[config.mk]
export PLATFORM = sky130hd
export DESIGN_NAME = token_overlap_marker_unit
export DESIGN_NICKNAME = d
export VERILOG_FILES = /design/src/rtl/core/tom_pkg.sv /design/src/rtl/core/tom_ctrl.sv /design/src/rtl/core/tom_datapath.sv /design/src/rtl/core/token_overlap_marker_unit.sv
export SDC_FILE = /design/constraint.sdc
export NUM_CORES = 2
export LEC_CHECK = 0
export BUFFER_PORTS_ARGS = -buffer_cell sky130_fd_sc_hd__buf_2
export CORE_ASPECT_RATIO = 0.75
export CORE_MARGIN = 2
export CORE_UTILIZATION = 30
export CTS_BUF_LIST = sky130_fd_sc_hd__clkbuf_8 sky130_fd_sc_hd__clkbuf_16
export DETAILED_ROUTE_END_ITERATION = 10
export GPL_ROUTABILITY_DRIVEN = 0
export PLACE_DENSITY = 0.49
export SYNTH_ARGS = -nofsm -noshare
export SYNTH_HDL_FRONTEND = slang
export SYNTH_SLANG_ARGS = --single-unit
[constraint.sdc]
create_clock -name clk -period 4.2 [get_ports clk]
set_clock_uncertainty 0.05 [all_clocks]
set_input_delay 0 -clock clk [delete_from_list [all_inputs] [get_ports clk]]
set_output_delay 0 -clock clk [all_outputs]
set_load 0.01 [all_outputs]
[src/rtl/core/tom_pkg.sv]
// Shared types and constants of the token overlap marker.
`timescale 1ns / 1ps

package tom_pkg;

  localparam int TOKEN_BITS    = 16;
  localparam int SCORE_BITS    = 6;
  localparam int KIND_BITS     = 2;
  localparam int IN_TDATA_BITS = 16;
  localparam int OUT_TDATA_BITS = 24;

  localparam logic [KIND_BITS-1:0] KIND_TOKEN = 2'd0;
  localparam logic [KIND_BITS-1:0] KIND_OPEN  = 2'd1;
  localparam logic [KIND_BITS-1:0] KIND_CLOSE = 2'd2;

  // controller to datapath
  typedef struct packed {
    logic                 load;
    logic                 start;
    logic                 fetch;
    logic                 advance;
    logic                 runend;
    logic                 emit_init;
    logic                 emit_rd;
    logic                 push;
    logic [KIND_BITS-1:0] push_kind;
    logic                 push_fin;
    logic                 set_inside;
    logic                 clr_inside;
    logic                 next_i;
    logic                 finish;
  } cmd_t;

  // datapath to controller
  typedef struct packed {
    logic m_zero;
    logic fetch_ok;
    logic match;
    logic scan_done;
    logic out_free;
    logic mark;
    logic in_mark;
    logic last_i;
  } sts_t;

endpackage

[src/rtl/core/tom_ctrl.sv]
// Sequencer for loading, run scanning and marked emission.
`timescale 1ns / 1ps

module tom_ctrl (
  input  logic          clk,
  input  logic          rst,
  input  logic          s_tvalid,
  input  logic          s_tuser,
  input  logic          s_tlast,
  output logic          s_tready,
  input  tom_pkg::sts_t sts,
  output tom_pkg::cmd_t cmd
);

  localparam logic [3:0] ST_IDLE    = 4'd0;
  localparam logic [3:0] ST_START   = 4'd1;
  localparam logic [3:0] ST_FETCH   = 4'd2;
  localparam logic [3:0] ST_CMP     = 4'd3;
  localparam logic [3:0] ST_RUNEND  = 4'd4;
  localparam logic [3:0] ST_E_READ  = 4'd5;
  localparam logic [3:0] ST_E_A     = 4'd6;
  localparam logic [3:0] ST_E_B     = 4'd7;
  localparam logic [3:0] ST_E_CLOSE = 4'd8;
  localparam logic [3:0] ST_E_END   = 4'd9;

  logic [3:0] state;
  logic [3:0] state_next;

  always_ff @(posedge clk) begin
    if (rst) begin
      state <= ST_IDLE;
    end else begin
      state <= state_next;
    end
  end

  assign s_tready = (state == ST_IDLE);

  always_comb begin
    cmd        = '0;
    state_next = state;
    case (state)
      ST_IDLE: begin
        cmd.load = s_tvalid;
        if (s_tvalid && s_tuser && s_tlast) begin
          state_next = ST_START;
        end
      end
      ST_START: begin
        cmd.start = 1'b1;
        if (sts.m_zero) begin
          cmd.emit_init = 1'b1;
          state_next    = ST_E_READ;
        end else begin
          state_next = ST_FETCH;
        end
      end
      ST_FETCH: begin
        cmd.fetch  = 1'b1;
        state_next = sts.fetch_ok ? ST_CMP : ST_RUNEND;
      end
      ST_CMP: begin
        if (sts.match) begin
          cmd.advance = 1'b1;
          state_next  = ST_FETCH;
        end else begin
          state_next = ST_RUNEND;
        end
      end
      ST_RUNEND: begin
        cmd.runend = 1'b1;
        if (sts.scan_done) begin
          cmd.emit_init = 1'b1;
          state_next    = ST_E_READ;
        end else begin
          state_next = ST_FETCH;
        end
      end
      ST_E_READ: begin
        cmd.emit_rd = 1'b1;
        state_next  = ST_E_A;
      end
      ST_E_A: begin
        if (sts.out_free) begin
          cmd.push = 1'b1;
          if (sts.in_mark) begin
            cmd.push_kind = tom_pkg::KIND_TOKEN;
            if (sts.mark) begin
              cmd.next_i = 1'b1;
              state_next = sts.last_i ? ST_E_END : ST_E_READ;
            end else begin
              state_next = ST_E_CLOSE;
            end
          end else if (sts.mark) begin
            cmd.push_kind  = tom_pkg::KIND_OPEN;
            cmd.set_inside = 1'b1;
            state_next     = ST_E_B;
          end else begin
            cmd.push_kind = tom_pkg::KIND_TOKEN;
            cmd.push_fin  = sts.last_i;
            cmd.next_i    = 1'b1;
            cmd.finish    = sts.last_i;
            state_next    = sts.last_i ? ST_IDLE : ST_E_READ;
          end
        end
      end
      ST_E_B: begin
        if (sts.out_free) begin
          cmd.push      = 1'b1;
          cmd.push_kind = tom_pkg::KIND_TOKEN;
          cmd.next_i    = 1'b1;
          state_next    = sts.last_i ? ST_E_END : ST_E_READ;
        end
      end
      ST_E_CLOSE: begin
        if (sts.out_free) begin
          cmd.push       = 1'b1;
          cmd.push_kind  = tom_pkg::KIND_CLOSE;
          cmd.push_fin   = sts.last_i;
          cmd.clr_inside = 1'b1;
          cmd.next_i     = 1'b1;
          cmd.finish     = sts.last_i;
          state_next     = sts.last_i ? ST_IDLE : ST_E_READ;
        end
      end
      ST_E_END: begin
        if (sts.out_free) begin
          cmd.push       = 1'b1;
          cmd.push_kind  = tom_pkg::KIND_CLOSE;
          cmd.push_fin   = 1'b1;
          cmd.clr_inside = 1'b1;
          cmd.finish     = 1'b1;
          state_next     = ST_IDLE;
        end
      end
      default: begin
        state_next = ST_IDLE;
      end
    endcase
  end

endmodule

[src/rtl/core/tom_datapath.sv]
// Token stores, run scan registers, overlap marks and output register.
`timescale 1ns / 1ps

module tom_datapath #(
  parameter int SOURCE_LEN   = 32,
  parameter int DATABASE_LEN = 64
) (
  input  logic                                   clk,
  input  logic                                   rst,
  input  logic                                   in_action,
  input  logic [tom_pkg::TOKEN_BITS-1:0]         in_token,
  input  tom_pkg::cmd_t                          cmd,
  output tom_pkg::sts_t                          sts,
  output logic                                   m_tvalid,
  input  logic                                   m_tready,
  output logic [tom_pkg::OUT_TDATA_BITS-1:0]     m_tdata,
  output logic [tom_pkg::KIND_BITS-1:0]          m_tuser,
  output logic                                   m_tlast
);

  localparam int SIW = $clog2(SOURCE_LEN);
  localparam int SCW = $clog2(SOURCE_LEN + 1);
  localparam int DIW = $clog2(DATABASE_LEN);
  localparam int DCW = $clog2(DATABASE_LEN + 1);
  localparam int PADW = tom_pkg::OUT_TDATA_BITS - tom_pkg::TOKEN_BITS - tom_pkg::SCORE_BITS;

  logic [tom_pkg::TOKEN_BITS-1:0] src_mem [SOURCE_LEN];
  logic [tom_pkg::TOKEN_BITS-1:0] db_mem  [DATABASE_LEN];
  logic [tom_pkg::TOKEN_BITS-1:0] rd_src;
  logic [tom_pkg::TOKEN_BITS-1:0] rd_db;

  logic [SCW-1:0] n;
  logic [DCW-1:0] m;
  logic [SCW-1:0] si;
  logic [SCW-1:0] st;
  logic [DCW-1:0] di;
  logic [DCW-1:0] dt;
  logic [SCW-1:0] idx;
  logic [SOURCE_LEN-1:0] marks;
  logic [tom_pkg::SCORE_BITS-1:0] score;
  logic in_mark;

  logic [SCW-1:0] run;
  logic [SCW-1:0] st_inc;
  logic [DCW-1:0] di_inc;
  logic [SCW-1:0] idx_inc;
  logic           wr_src;
  logic           wr_db;
  logic [SIW-1:0] src_raddr;

  assign run     = st - si;
  assign st_inc  = st + SCW'(1);
  assign di_inc  = di + DCW'(1);
  assign idx_inc = idx + SCW'(1);
  assign wr_src  = cmd.load && in_action && (n < SCW'(SOURCE_LEN));
  assign wr_db   = cmd.load && !in_action && (m < DCW'(DATABASE_LEN));
  assign src_raddr = cmd.emit_rd ? idx[SIW-1:0] : st[SIW-1:0];

  // source store: one write port for loading, one read port shared by scan and emission
  always_ff @(posedge clk) begin
    if (wr_src) begin
      src_mem[n[SIW-1:0]] <= in_token;
    end
    if (cmd.fetch || cmd.emit_rd) begin
      rd_src <= src_mem[src_raddr];
    end
  end

  always_ff @(posedge clk) begin
    if (wr_db) begin
      db_mem[m[DIW-1:0]] <= in_token;
    end
    if (cmd.fetch) begin
      rd_db <= db_mem[dt[DIW-1:0]];
    end
  end

  always_ff @(posedge clk) begin
    if (rst) begin
      n       <= '0;
      m       <= '0;
      si      <= '0;
      st      <= '0;
      di      <= '0;
      dt      <= '0;
      idx     <= '0;
      marks   <= '0;
      score   <= '0;
      in_mark <= 1'b0;
    end else begin
      if (wr_src) begin
        n <= n + SCW'(1);
      end
      if (wr_db) begin
        m <= m + DCW'(1);
      end
      if (cmd.start) begin
        si    <= '0;
        st    <= '0;
        di    <= '0;
        dt    <= '0;
        marks <= '0;
        score <= '0;
      end
      if (cmd.advance) begin
        st <= st_inc;
        dt <= dt + DCW'(1);
      end
      if (cmd.runend) begin
        if (run > SCW'(1)) begin
          for (int k = 0; k < SOURCE_LEN; k++) begin
            if ((SCW'(k) >= si) && (SCW'(k) < st)) begin
              marks[k] <= 1'b1;
            end
          end
        end
        if (tom_pkg::SCORE_BITS'(run) > score) begin
          score <= tom_pkg::SCORE_BITS'(run);
        end
        // database scan wrapped: move the source position one past the last run's end and restart the database at zero
        if (di_inc >= m) begin
          si <= st_inc;
          st <= st_inc;
          di <= '0;
          dt <= '0;
        end else begin
          si <= st;
          di <= di_inc;
          dt <= di_inc;
        end
      end
      if (cmd.emit_init) begin
        idx     <= '0;
        in_mark <= 1'b0;
      end
      if (cmd.next_i) begin
        idx <= idx_inc;
      end
      if (cmd.set_inside) begin
        in_mark <= 1'b1;
      end else if (cmd.clr_inside) begin
        in_mark <= 1'b0;
      end
      if (cmd.finish) begin
        n <= '0;
        m <= '0;
      end
    end
  end

  // output register
  always_ff @(posedge clk) begin
    if (rst) begin
      m_tvalid <= 1'b0;
    end else if (cmd.push) begin
      m_tvalid <= 1'b1;
    end else if (m_tready) begin
      m_tvalid <= 1'b0;
    end
  end

  always_ff @(posedge clk) begin
    if (cmd.push) begin
      m_tdata <= {{PADW{1'b0}}, score,
                  (cmd.push_kind == tom_pkg::KIND_TOKEN) ? rd_src
                                                         : {tom_pkg::TOKEN_BITS{1'b0}}};
      m_tuser <= cmd.push_kind;
      m_tlast <= cmd.push_fin;
    end
  end

  always_comb begin
    sts.m_zero    = (m == '0);
    sts.fetch_ok  = (st < n) && (dt < m);
    sts.match     = (rd_src == rd_db);
    sts.scan_done = (st >= n) || ((di_inc >= m) && (st_inc >= n));
    sts.out_free  = !m_tvalid || m_tready;
    sts.mark      = marks[idx[SIW-1:0]];
    sts.in_mark   = in_mark;
    sts.last_i    = (idx_inc == n);
  end

endmodule

[src/rtl/core/token_overlap_marker_unit.sv]
// Top level of the token overlap marker.
//
// Input stream s_*: one word per token. s_tuser = 0 loads a database token,
// 1 a source token; s_tdata is the token. A source word with s_tlast high
// ends the source sentence and starts a comparison. Tokens beyond the store
// depth are dropped. Loading takes one word per cycle.
// Output stream m_*: the source tokens in order with open and close marker
// words around overlapping regions; m_tuser gives the kind, m_tdata the token
// (zero on markers) and the score, m_tlast flags the final word.
// Sequence: a start step, then a fetch and a compare for each token pair
// compared and a run end for each database start position tried, paced by the
// single read port of each store; then a read and a push for each source token,
// an extra push per marker added, and a close for a region open at the end.
// s_tready is low from the closing source word until the final word is
// registered at the output. A stalled receiver holds the output register; the
// sequencer waits. Reset clears both counts, the marks and the output valid;
// stored tokens are left as they are and are overwritten by the next load.
`timescale 1ns / 1ps

module token_overlap_marker_unit #(
  parameter int SOURCE_LEN   = 32,
  parameter int DATABASE_LEN = 64
) (
  input  logic                                clk,
  input  logic                                rst,
  input  logic                                s_tvalid,
  output logic                                s_tready,
  input  logic [tom_pkg::IN_TDATA_BITS-1:0]   s_tdata,   // [15:0] token
  input  logic                                s_tuser,   // [0] action
  input  logic                                s_tlast,
  output logic                                m_tvalid,
  input  logic                                m_tready,
  output logic [tom_pkg::OUT_TDATA_BITS-1:0]  m_tdata,   // [15:0] token_out, [21:16] score
  output logic [tom_pkg::KIND_BITS-1:0]       m_tuser,   // [1:0] kind
  output logic                                m_tlast
);

  tom_pkg::cmd_t cmd;
  tom_pkg::sts_t sts;

  tom_ctrl u_ctrl (
    .clk      (clk),
    .rst      (rst),
    .s_tvalid (s_tvalid),
    .s_tuser  (s_tuser),
    .s_tlast  (s_tlast),
    .s_tready (s_tready),
    .sts      (sts),
    .cmd      (cmd)
  );

  tom_datapath #(
    .SOURCE_LEN   (SOURCE_LEN),
    .DATABASE_LEN (DATABASE_LEN)
  ) u_dp (
    .clk       (clk),
    .rst       (rst),
    .in_action (s_tuser),
    .in_token  (s_tdata[tom_pkg::TOKEN_BITS-1:0]),
    .cmd       (cmd),
    .sts       (sts),
    .m_tvalid  (m_tvalid),
    .m_tready  (m_tready),
    .m_tdata   (m_tdata),
    .m_tuser   (m_tuser),
    .m_tlast   (m_tlast)
  );

endmodule

==> summary.txt <==
Outcome
  • Status: finished, final reports clean

Floorplan
  • Chip width: 549 microns
  • Die area: 0.226 sq mm
  • Starting Density: 0.303
  • I/O pins: 51
  • CORE AREA: 0.221 sq mm
  • Die Ht: 413 microns
  • FP Rows: about 150

Timing
  • Fin crit period: 3.56 ns
  • Final period utilization: 0.848
  • Achievable frequency: 281 MHz
  • Worst-Margin Slew: between 1 and 1.5 ns
  • Setup TNS: 0 ns
  • Setup violations, final: 0
  • Final worst setup slack: 0.640 ns
  • Hold slack final: 0.178 ns
  • RSZ-0062 raised after global routing: false
  • Max_slew headroom: 0.137
  • Final hold viol count: 0
  • Max-slew violations: 0

Place
  • Dpl cells: roughly 6700
  • Worst slack, placed: between 0.7 and 0.8 ns
  • Placement Cell Area: a little over 0.07 sq mm
  • I/O Buffers: 48
  • Hpwl dp: 114000 microns

Clock tree
  • Htree depth: 4
  • Max clock buf depth: 3
  • Clock latency on the worst-skew pair: slightly above 0.8 ns
  • CTS Root Cell: clkbuf_16
  • Post-CTS setup buffers: 0
  • Post-cts sizing count: 0
  • Clock net sink count: 1682
  • CTS buffer count: 170
  • Clock transition at path regs: 0.07 ns
  • CTS tree: done

Synth
  • Synth top area share: 0.717
  • Syn avg cell area: 17.9 sq um
  • Most common cell in the netlist: edfxtp_1
  • Largest area contributor in the netlist: edfxtp_1
  • Synth top area cells: edfxtp_1 (72%), mux4_2 (12%), dfxtp_1 (2.7%), nand2_1 (2.5%), nand3_1 (1.3%)
  • Mapped Cells: 3721
  • Number of synthesized register bits: about 1700
  • Most frequent cells after synthesis: edfxtp_1 (1593), nand2_1 (452), mux4_2 (342), nor2_1 (177), nand3_1 (167)
  • Netlist cell types: between 70 and 80
  • Syn Std Cell Area: 0.0668 sq mm
  • Async SR Flop Fraction: 0
  • Sequential area share after synthesis: 0.743
  • Warnings, synthesis: 0
  • Commonest register cell after synthesis: edfxtp_1
  • Post-synth EDFFs: 1593

Route
  • Uppermost layer routed: met5
  • DRT iter0 DRCs: 4394
  • Via count: around 36000
  • DR DRC count: 0
  • Vias per inst: 5.07
  • Final WL: 185000 microns
  • Routed wl met2: a little under 80000 microns
  • WL per Instance: 26.1 microns
  • Met3 WL: 11900 microns
  • Detail Route Antenna Nets: 0
  • Met1 wire length: 91600 microns
  • Drt first pass iters: 6

Power
  • Max IR drop VDD: around 0.00035 V
  • Pleak: about 24 nW
  • Final Total Pwr: between 30 and 40 mW
  • Power Density: 501 mW/mm^2

Cells and area
  • Design area: 0.0778 sq mm
  • Final #Nets: 4054
  • Post-route insts no fill: 7068
  • Layout cell share with drive strength beyond 1: 0.228
  • Post-Route Utilization: 0.353
  • P&R area growth vs syn: 16.6%
  • Layout filler cell count: 20576

Critical path
  • Critical Path Start Type: flop
  • Crit path arrival time: just over 4 ns
  • CP required: 4.69 ns
  • Crit. End Element: flop
  • WS Path Type: flop to flop
  • CP max stage cell: mux2i_4
  • CP max stage delay: about 0.7 ns
  • Crit-path cells: nand2b_1 > nor2_4 > mux2i_4 > buf_12 > nand2_1 > a32oi_1 > a31oi_1 > nor4_1
  • Critical path peak fanout: 31

GRT
  • Largest net degree at the start of global routing: 67
  • Via count of the first global-routing pass: between 30000 and 40000
  • Overflow after GRT: 0
  • Initial antenna violation count: 9
  • GRT Overall Usage: 0.162
  • First-pass GRT wire length: 264000 microns

Job
  • Max cap viols: 0

Min path
  • Tightest Hold Check Type: primary input to flop
==> layer usage <==
| metal | vias up | track usage |
|---|---|---|
| met1 | 18997 | 0.257 |
| met4 | 2 | 0.0318 |
| li1 | 15422 | - |
| met3 | 212 | 0.0285 |
| met5 | - | 0 |
| met2 | 1216 | 0.229 |
==> kinds of logic after synthesis <==
logic type	after synthesis	share of synthesized area
flip-flops	1682	0.743
AND/OR/NAND/NOR	939	0.0622
multiplexers	424	0.128
AO/OA/AOI/OAI	329	0.0348
buffers and inverters	252	0.0166
adder cells (fa/ha/maj)	49	0.00930
XOR/XNOR	45	0.00590
other	1	0.0000562
==> layout make-up <==
cell class                 count  area, sq um  area share
clock buffer                 174         4320      0.0555
sequential                  1682        49600       0.638
clock inverter               132         1180      0.0152
multi-input combinational   1788        16300       0.209
antenna                        7         17.5    0.000225
inverter                      44          168     0.00215
timing repair buffer         297         2520      0.0324
tap                         2944         3680      0.0473
==> timing repair <==
action,CTS,global route
setup endpoints to repair,0,0
hold buffers,23,0
endpoints found under the hold margin,902,0
==> cell usage in the layout (no fill, tap or decap), types with 17 or more instances in the layout <==
cell type | synthesis | final
a21oi_1 | 60 | 59
a31oi_1 | 75 | 73
a32o_1 | 17 | 17
a32oi_1 | 68 | 68
and2_1 | 19 | 19
buf_12 | 0 | 25
buf_2 | 42 | 32
buf_4 | 25 | 217
clkbuf_16 | 0 | 171
clkinv_1 | 1 | 43
clkinv_2 | 0 | 19
dfxtp_1 | 89 | 86
dlygate4sd3_1 | 0 | 23
edfxtp_1 | 1593 | 1593
ha_1 | 48 | 48
inv_1 | 42 | 77
mux2i_1 | 78 | 77
mux4_2 | 342 | 342
nand2_1 | 452 | 452
nand3_1 | 167 | 167
nor2_1 | 177 | 112
nor2_2 | 0 | 64
nor4_1 | 25 | 25
o21ai_0 | 28 | 27
xnor2_1 | 36 | 36
==> state kept, by name, summed over array words and instances, names as in the netlist, 7 cells and up <==
| signal | count |
|---|---|
| u_dp.m | 7 |
| u_dp.db_mem | 1024 |
| u_dp.m_tdata | 22 |
| u_dp.rd_src | 16 |
| u_dp.di | 7 |
| u_dp.rd_db | 16 |
| u_dp.src_mem | 512 |
| u_dp.marks | 32 |
| u_dp.dt | 7 |
==> where the power goes <==
group	internal, mW	leakage (nW)	switching, mW
sequential	18.6	15.0	0.184
combinational	1.92	6.32	3.25
clock	8.47	2.82	6.59
total	29.0	24.2	10.0
==> critical path: cells and delay by family (launching register included) <==
kind | cells | cell delay (ns)
AND/OR/NAND/NOR | 4 | 1.21
AO/OA/AOI/OAI | 2 | 0.67
buffers and inverters | 1 | 0.28
multiplexers | 1 | 0.72
flip-flops | 1 | 0.31
==> final timing paths <==
path,startpoint,to,slack (ns),cells past startpoint
setup / recovery,u_ctrl.state[3],u_dp.rd_src[5],0.64,8
hold / removal,m_tready,u_dp.m_tvalid,0.18,4
setup reg to reg,u_ctrl.state[3],u_dp.rd_src[5],0.64,8
hold reg to reg,u_dp.score[5],u_dp.m_tdata[21],0.38,0
(Power assumes the default switching activity.)
